**config.mk**
```make
export PLATFORM = sky130hd
export DESIGN_NAME = dynamic_priority_scheduler
export DESIGN_NICKNAME = d
export VERILOG_FILES = /design/src/rtl/core/dps_pkg.sv /design/src/rtl/core/dps_cell.sv /design/src/rtl/core/dynamic_priority_scheduler.sv
export SDC_FILE = /design/constraint.sdc
export NUM_CORES = 2
export LEC_CHECK = 0
export BUFFER_PORTS_ARGS = -buffer_cell sky130_fd_sc_hd__buf_2
export CAP_MARGIN = 30
export CORE_ASPECT_RATIO = 1.1
export CORE_MARGIN = 2
export CORE_UTILIZATION = 25
export CTS_BUF_LIST = sky130_fd_sc_hd__clkbuf_4 sky130_fd_sc_hd__clkbuf_8
export CTS_CLUSTER_DIAMETER = 60
export DETAILED_ROUTE_END_ITERATION = 10
export PLACE_DENSITY_LB_ADDON = 0.12
export SLEW_MARGIN = 20
export SYNTH_ARGS = -nofsm -noshare
export SYNTH_HDL_FRONTEND = slang
export SYNTH_HIERARCHICAL = 1
export SYNTH_SLANG_ARGS = --single-unit
```
**constraint.sdc**
```tcl
create_clock -name i_clk -period 5.66 [get_ports i_clk]
set_clock_uncertainty 0.2 [all_clocks]
set_input_delay 0 -clock i_clk [delete_from_list [all_inputs] [get_ports i_clk]]
set_output_delay 0 -clock i_clk [all_outputs]
set_load 0.005 [all_outputs]
```
**src/rtl/core/dps_pkg.sv**
```systemverilog
// dps_pkg: shared types and constants of the dynamic priority scheduler
// used by dps_cell and dynamic_priority_scheduler, depends on nothing
package dps_pkg;

    localparam int MAX_PROCS = 16;
    localparam int OCC_W     = $clog2(MAX_PROCS + 1);
    localparam int QLEN_W    = 5;

    localparam logic OP_LOAD = 1'b0;
    localparam logic OP_TICK = 1'b1;

    typedef enum logic [2:0] {
        ST_LOADED   = 3'd0,
        ST_REQUEUED = 3'd1,
        ST_FINISHED = 3'd2,
        ST_IDLE     = 3'd3,
        ST_DROPPED  = 3'd4
    } t_status;

    typedef enum logic [1:0] {
        S_IDLE,
        S_POP,
        S_INS,
        S_DONE
    } t_state;

    typedef enum logic [1:0] {
        CMD_HOLD,
        CMD_INSERT,
        CMD_SHIFT
    } t_cmd;

    typedef struct packed {
        logic [7:0]         id;
        logic signed [15:0] prio;
        logic [15:0]        need;
        logic [15:0]        runs;
    } t_entry;

    typedef struct packed {
        t_status            status;
        logic [7:0]         id;
        logic signed [15:0] prio;
        logic [15:0]        runs;
        logic [15:0]        left;
    } t_result;

endpackage

```
**src/rtl/core/dps_cell.sv**
```systemverilog
// dps_cell: one slot of the sorted ready queue
// depends on dps_pkg for the entry and command types
module dps_cell (
    input  logic            i_clk,
    input  dps_pkg::t_cmd   i_cmd,
    input  logic            i_valid,
    input  dps_pkg::t_entry i_new,
    input  dps_pkg::t_entry i_left,
    input  logic            i_left_keep,
    input  dps_pkg::t_entry i_right,
    output dps_pkg::t_entry o_entry,
    output logic            o_keep
);

    dps_pkg::t_entry r_entry;
    dps_pkg::t_entry n_entry;

    // stays put when it is ahead of the incoming word (equal counts as ahead)
    assign o_keep = i_valid && (r_entry.prio >= i_new.prio);

    always_comb begin
        n_entry = r_entry;
        unique case (i_cmd)
            dps_pkg::CMD_HOLD:   n_entry = r_entry;
            dps_pkg::CMD_INSERT: begin
                if (o_keep) begin
                    n_entry = r_entry;
                end else if (i_left_keep) begin
                    n_entry = i_new;
                end else begin
                    n_entry = i_left;
                end
            end
            dps_pkg::CMD_SHIFT:  n_entry = i_right;
            default:             n_entry = r_entry;
        endcase
    end

    always_ff @(posedge i_clk) begin
        r_entry <= n_entry;
    end

    assign o_entry = r_entry;

endmodule

```
**src/rtl/core/dynamic_priority_scheduler.sv**
```systemverilog
// dynamic_priority_scheduler: ready queue as a chain of dps_cell slots plus control
// depends on dps_pkg and dps_cell
//
//  channel  | valid      | ready       | payload
//  ---------+------------+-------------+--------------------------------------------
//  input    | i_in_valid | o_in_ready  | i_operation i_proc_id i_prio_in i_need_time
//  output   | o_out_valid| i_out_ready | o_status o_ran_id o_prio_out o_ran_slices
//           |            |             | o_left_slices o_slice_number o_queue_len
//
// a load goes through accept, an insert pass through the chain and result, a tick that
// requeues through accept, shift out the head, insert and result, a tick that finishes
// skips the insert, and a full drop or an idle tick goes from accept straight to result
// reset is synchronous active low, clears the fill count, slice count and handshakes
// a word is accepted only in the idle state; a finished result waits in the output
// register and the next word is taken meanwhile, its own result waits for the register
// queue slots hold no reset; only the first fill-count slots hold valid entries
module dynamic_priority_scheduler (
    input  logic               i_clk,
    input  logic               i_rst_n,
    input  logic               i_in_valid,
    output logic               o_in_ready,
    input  logic               i_operation,
    input  logic [7:0]         i_proc_id,
    input  logic signed [15:0] i_prio_in,
    input  logic [15:0]        i_need_time,
    output logic               o_out_valid,
    input  logic               i_out_ready,
    output logic [2:0]         o_status,
    output logic [7:0]         o_ran_id,
    output logic signed [15:0] o_prio_out,
    output logic [15:0]        o_ran_slices,
    output logic [15:0]        o_left_slices,
    output logic [15:0]        o_slice_number,
    output logic [4:0]         o_queue_len
);

    localparam int N = dps_pkg::MAX_PROCS;

    dps_pkg::t_state r_state;
    dps_pkg::t_state n_state;

    logic [dps_pkg::OCC_W-1:0] r_count;
    logic [dps_pkg::OCC_W-1:0] n_count;
    logic [15:0]               r_slice;
    logic [15:0]               n_slice;

    // word being placed and the result under construction
    dps_pkg::t_entry  r_ent;
    dps_pkg::t_entry  n_ent;
    dps_pkg::t_result r_res;
    dps_pkg::t_result n_res;
    logic             r_need_ins;
    logic             n_need_ins;

    // output register
    logic             r_out_valid;
    dps_pkg::t_result r_out;
    logic [15:0]      r_out_slice;
    logic [4:0]       r_out_qlen;

    // chain wiring
    dps_pkg::t_cmd   cell_cmd;
    dps_pkg::t_entry cell_ent  [N];
    logic            cell_keep [N];
    logic            cell_valid[N];

    logic in_fire;
    logic out_load;
    logic queue_full;

    // head after its slice
    dps_pkg::t_entry    head;
    logic signed [15:0] head_prio;
    logic [15:0]        head_runs;
    logic [15:0]        need_eff;

    assign in_fire    = i_in_valid && o_in_ready;
    assign queue_full = (r_count >= dps_pkg::OCC_W'(N));
    assign need_eff   = (i_need_time == 16'd0) ? 16'd1 : i_need_time;

    assign head      = cell_ent[0];
    assign head_prio = (head.prio == 16'sh8000) ? head.prio : head.prio - 16'sd1;
    assign head_runs = (head.runs < head.need) ? head.runs + 16'd1 : head.runs;

    // ---------------- cell chain ----------------
    genvar k;
    generate
        for (k = 0; k < N; k++) begin : g_cell
            dps_pkg::t_entry left_ent;
            logic            left_keep;
            dps_pkg::t_entry right_ent;

            assign cell_valid[k] = (dps_pkg::OCC_W'(k) < r_count);

            if (k == 0) begin : g_first
                assign left_ent  = r_ent;
                assign left_keep = 1'b0;
            end else begin : g_mid
                assign left_ent  = cell_ent[k-1];
                assign left_keep = cell_keep[k-1];
            end

            if (k == N - 1) begin : g_last
                assign right_ent = cell_ent[k];
            end else begin : g_inner
                assign right_ent = cell_ent[k+1];
            end

            dps_cell u_cell (
                .i_clk       (i_clk),
                .i_cmd       (cell_cmd),
                .i_valid     (cell_valid[k]),
                .i_new       (r_ent),
                .i_left      (left_ent),
                .i_left_keep (left_keep),
                .i_right     (right_ent),
                .o_entry     (cell_ent[k]),
                .o_keep      (cell_keep[k])
            );
        end
    endgenerate

    // ---------------- next state ----------------
    always_comb begin
        n_state = r_state;
        unique case (r_state)
            dps_pkg::S_IDLE: begin
                if (in_fire) begin
                    if (i_operation == dps_pkg::OP_LOAD) begin
                        n_state = queue_full ? dps_pkg::S_DONE : dps_pkg::S_INS;
                    end else begin
                        n_state = (r_count == '0) ? dps_pkg::S_DONE : dps_pkg::S_POP;
                    end
                end
            end
            dps_pkg::S_POP: begin
                n_state = (head_runs >= head.need) ? dps_pkg::S_DONE : dps_pkg::S_INS;
            end
            dps_pkg::S_INS:  n_state = dps_pkg::S_DONE;
            dps_pkg::S_DONE: begin
                if (!r_out_valid || i_out_ready) begin
                    n_state = dps_pkg::S_IDLE;
                end
            end
            default: n_state = dps_pkg::S_IDLE;
        endcase
    end

    // ---------------- state outputs ----------------
    always_comb begin
        o_in_ready = 1'b0;
        cell_cmd   = dps_pkg::CMD_HOLD;
        out_load   = 1'b0;
        unique case (r_state)
            dps_pkg::S_IDLE: o_in_ready = 1'b1;
            dps_pkg::S_POP:  cell_cmd   = dps_pkg::CMD_SHIFT;
            dps_pkg::S_INS:  cell_cmd   = dps_pkg::CMD_INSERT;
            dps_pkg::S_DONE: out_load   = !r_out_valid || i_out_ready;
            default:         o_in_ready = 1'b0;
        endcase
    end

    // ---------------- datapath ----------------
    always_comb begin
        n_ent      = r_ent;
        n_res      = r_res;
        n_count    = r_count;
        n_slice    = r_slice;
        n_need_ins = r_need_ins;

        if (r_state == dps_pkg::S_IDLE && in_fire) begin
            n_res.id   = 8'd0;
            n_res.prio = 16'sd0;
            n_res.runs = 16'd0;
            n_res.left = 16'd0;
            if (i_operation == dps_pkg::OP_LOAD) begin
                n_res.id = i_proc_id;
                if (queue_full) begin
                    n_res.status = dps_pkg::ST_DROPPED;
                end else begin
                    n_res.status = dps_pkg::ST_LOADED;
                    n_res.prio   = i_prio_in;
                    n_res.left   = need_eff;
                    n_ent.id     = i_proc_id;
                    n_ent.prio   = i_prio_in;
                    n_ent.need   = need_eff;
                    n_ent.runs   = 16'd0;
                end
            end else begin
                n_res.status = dps_pkg::ST_IDLE;
            end
        end

        if (r_state == dps_pkg::S_POP) begin
            n_count    = r_count - 1'b1;
            n_slice    = r_slice + 16'd1;
            n_res.id   = head.id;
            n_res.prio = head_prio;
            n_res.runs = head_runs;
            n_res.left = head.need - head_runs;
            n_res.status = (head_runs >= head.need) ? dps_pkg::ST_FINISHED
                                                    : dps_pkg::ST_REQUEUED;
            n_ent.id   = head.id;
            n_ent.prio = head_prio;
            n_ent.need = head.need;
            n_ent.runs = head_runs;
        end

        if (r_state == dps_pkg::S_INS) begin
            n_count = r_count + 1'b1;
        end

        n_need_ins = (n_state == dps_pkg::S_INS);
    end

    always_ff @(posedge i_clk) begin
        if (!i_rst_n) begin
            r_state     <= dps_pkg::S_IDLE;
            r_count     <= '0;
            r_slice     <= 16'd0;
            r_out_valid <= 1'b0;
            r_need_ins  <= 1'b0;
        end else begin
            r_state    <= n_state;
            r_count    <= n_count;
            r_slice    <= n_slice;
            r_need_ins <= n_need_ins;
            if (out_load) begin
                r_out_valid <= 1'b1;
            end else if (i_out_ready) begin
                r_out_valid <= 1'b0;
            end
        end
    end

    // payload registers, no reset
    always_ff @(posedge i_clk) begin
        r_ent <= n_ent;
        r_res <= n_res;
        if (out_load) begin
            r_out       <= r_res;
            r_out_slice <= r_slice;
            r_out_qlen  <= dps_pkg::QLEN_W'(r_count);
        end
    end

    assign o_out_valid    = r_out_valid;
    assign o_status       = r_out.status;
    assign o_ran_id       = r_out.id;
    assign o_prio_out     = r_out.prio;
    assign o_ran_slices   = r_out.runs;
    assign o_left_slices  = r_out.left;
    assign o_slice_number = r_out_slice;
    assign o_queue_len    = r_out_qlen;

    // ---------------- checks ----------------
    a_count_bound: assert property (@(posedge i_clk) disable iff (!i_rst_n)
        r_count <= dps_pkg::OCC_W'(N))
        else $error("fill count above queue depth");

    a_pop_count: assert property (@(posedge i_clk) disable iff (!i_rst_n)
        (r_state == dps_pkg::S_POP) |=> (r_count == $past(r_count) - 1'b1))
        else $error("pop did not drop the fill count");

    a_ins_count: assert property (@(posedge i_clk) disable iff (!i_rst_n)
        (r_state == dps_pkg::S_INS) |=> (r_count == $past(r_count) + 1'b1))
        else $error("insert did not raise the fill count");

    a_slice_only_pop: assert property (@(posedge i_clk) disable iff (!i_rst_n)
        (r_state != dps_pkg::S_POP) |=> $stable(r_slice))
        else $error("slice count moved without a slice");

    a_idle_empty: assert property (@(posedge i_clk) disable iff (!i_rst_n)
        (o_out_valid && o_status == dps_pkg::ST_IDLE) |-> (o_queue_len == 5'd0))
        else $error("idle result with a nonempty queue");

    a_ins_flag: assert property (@(posedge i_clk) disable iff (!i_rst_n)
        (r_state == dps_pkg::S_INS) |-> (r_need_ins && !queue_full))
        else $error("insert pass on a full queue");

endmodule

```
==> impl_results.md <==
- Fmax: 205 MHz
- Post-Layout Cell Count: 9485
- Post-DR vias/cell: roughly 4.5
- Pins Over Slew Limit: 0
- Critical Path Source Type: register
- GP Congestion: 0.805
- Vias in the first global route: 44274
- Critical path start-end classification: reg2reg
- Routed Antenna Nets: 0
- Die area: 255000 um2
- First-pass GRT wire length: ~280000 um
- CTS HTree Levels: 4
- Critical path endpoint category: register
- Via count: 43123
- Layout cells sized above 1: 11.4%
- I/O pins: 127
- Largest net degree at the start of global routing: 89
- Worst rel slew slack: 35.1%
- Clock latency on the worst-skew pair: 930 ps
- Placed cell count: roughly 9000
- Final Hold Vio Count: 0
- Crit path launch: g_cell[0].u_cell/o_entry[11]
- Clock Sinks: about 1100
- Total Wirelength: 180000 um
- Flop2flop setup slack: ~770 ps
- Synth Warn #: 6
- CORE AREA: 249000 um2
- Remaining DRCs: 0
- Drt initial violations: 2696
- Crit path max fanout: 9
- Starting density of the core: 25.2%
- Final min period: 4890 ps
- Tcrit/Tclk final: between 80% and 90%
- Required @ worst endpoint: 6140 ps
- Clk slew on worst S/H paths: 60 ps
- # setup viols final: 0
- RSZ-0062 raised after global routing: false
- Worst Path Arrival: 5360 ps
- Worst setup path end: r_res[13]
- Setup TNS: 0 ps
- Post-CTS Resized: 0
- Gr ovfl total: 0
- GR Util All Layers: 13.8%
- Worst-Margin Slew: 973 ps
- Commonest non-fill, non-tap cells in the layout: edfxtp_1, nand2_1, o21ai_0
- P&R area growth vs syn: 16.8%
- Detailed placement HPWL: 130000 um
- Port bufs: approximately 130
- Nets: 6377
- Max clock buf depth: 4
- Cells after synthesis: roughly 5800
- Pre-Repair DR Iteration Count: 5
- Floorplan row count: roughly 190
- Maximum Capacitance Violations: 0
- Num CTS Buffers: 211
- Die span in y: between 500 and 600 um
- Worst r2r dst: r_res[13]
- Die width: 482 um
- Hold crit path type: in2reg
- Run status: completed
- Finished Cell Area: 73200 um2
- CTS tree: yes
- Commonest non-fill, non-tap cell in the layout: edfxtp_1
- Worst setup margin: 774 ps
- Post-place setup slack: 798 ps
- Syn Std Cell Area: 62700 um2
- Cells on worst reg2reg path: 14
- Clk root buf: clkbuf_8
- Worst r2r src: g_cell[0].u_cell/o_entry[11]
- Placed Area: 68000 um2
- Synth Area per Inst: roughly 11 um2
- DR WL/cell: 19.0 um
- Initial antenna violation count: 2
## how the worst min path moves through the flow
stage	from	endpoint	slack, ps	depth (start not counted)
floorplan	i_rst_n	r_slice[5]	-50	1
finish	i_operation	r_res[36]	110	5
CTS	i_in_valid	r_state[0]	60	7
detailed placement	i_prio_in[9]	g_cell[0].left_ent[41]	100	3
global placement	i_prio_in[9]	g_cell[0].left_ent[41]	90	3
global route	i_operation	r_res[58]	130	4
## state kept, by name, indices dropped and copies added (netlist names)
signal                 flops
o_ran_id                   8
o_left_slices             16
o_slice_number            16
o_queue_len                5
g_cell.left_ent           56
o_status                   3
r_state                    2
r_slice                   16
o_ran_slices              16
g_cell.u_cell/o_entry    896
r_count                    5
o_prio_out                16
o_out_valid                1
r_res                     59
## final cells by class
| class | count | area, um2 |
|---|---|---|
| well taps | 3298 | 4130 |
| flip-flops and latches | 1115 | 33200 |
| fillers | 25849 | 176000 |
| clock inverters | 63 | 434 |
| multi-input cells | 3989 | 27300 |
| inverters | 333 | 1250 |
| repair buffers | 384 | 3280 |
| diodes | 5 | 12.5 |
| clock buffers | 298 | 3630 |
## layer usage
metal	wire length, um	GRT usage, %	share of wire (%)
met4	4340	3.80	2.4
met2	79500	21.9	44
met3	6920	1.96	3.8
met1	89700	19.6	50
met5	0	0	0
## metrics by stage
stage          hold slack, ps  util, %
6_report                  113     29.4
5_1_grt                   127     29.4
4_1_cts                  55.2     29.4
3_5_place_dp             95.6     27.3
3_3_place_gp             92.0     27.3
2_1_floorplan           -46.2        -
## worst max-delay path: stages (launching register included)
cell and delay [ps]:
edfxtp_1 480, ha_1 350, a21oi_1 150, o22ai_1 100, o31ai_1 200, buf_4 160
nand2_1 190, nor4_1 550, xnor2_1 160, ha_1 380, a2111o_1 450, or3_1 400
a2111oi_0 600, nor4_1 90, nand3b_1 170
## repair_timing
action / 4_1_cts / 5_1_grt
hold buffers: 104 / 0
endpoints found under the setup margin: 0 / 0
buffers inserted: 0 / 0
hold endpoints to repair: 134 / 0
Power is left out: the tool's default activity adds up to more than one toggle a clock period on the data nets, which glitch-free logic cannot reach.
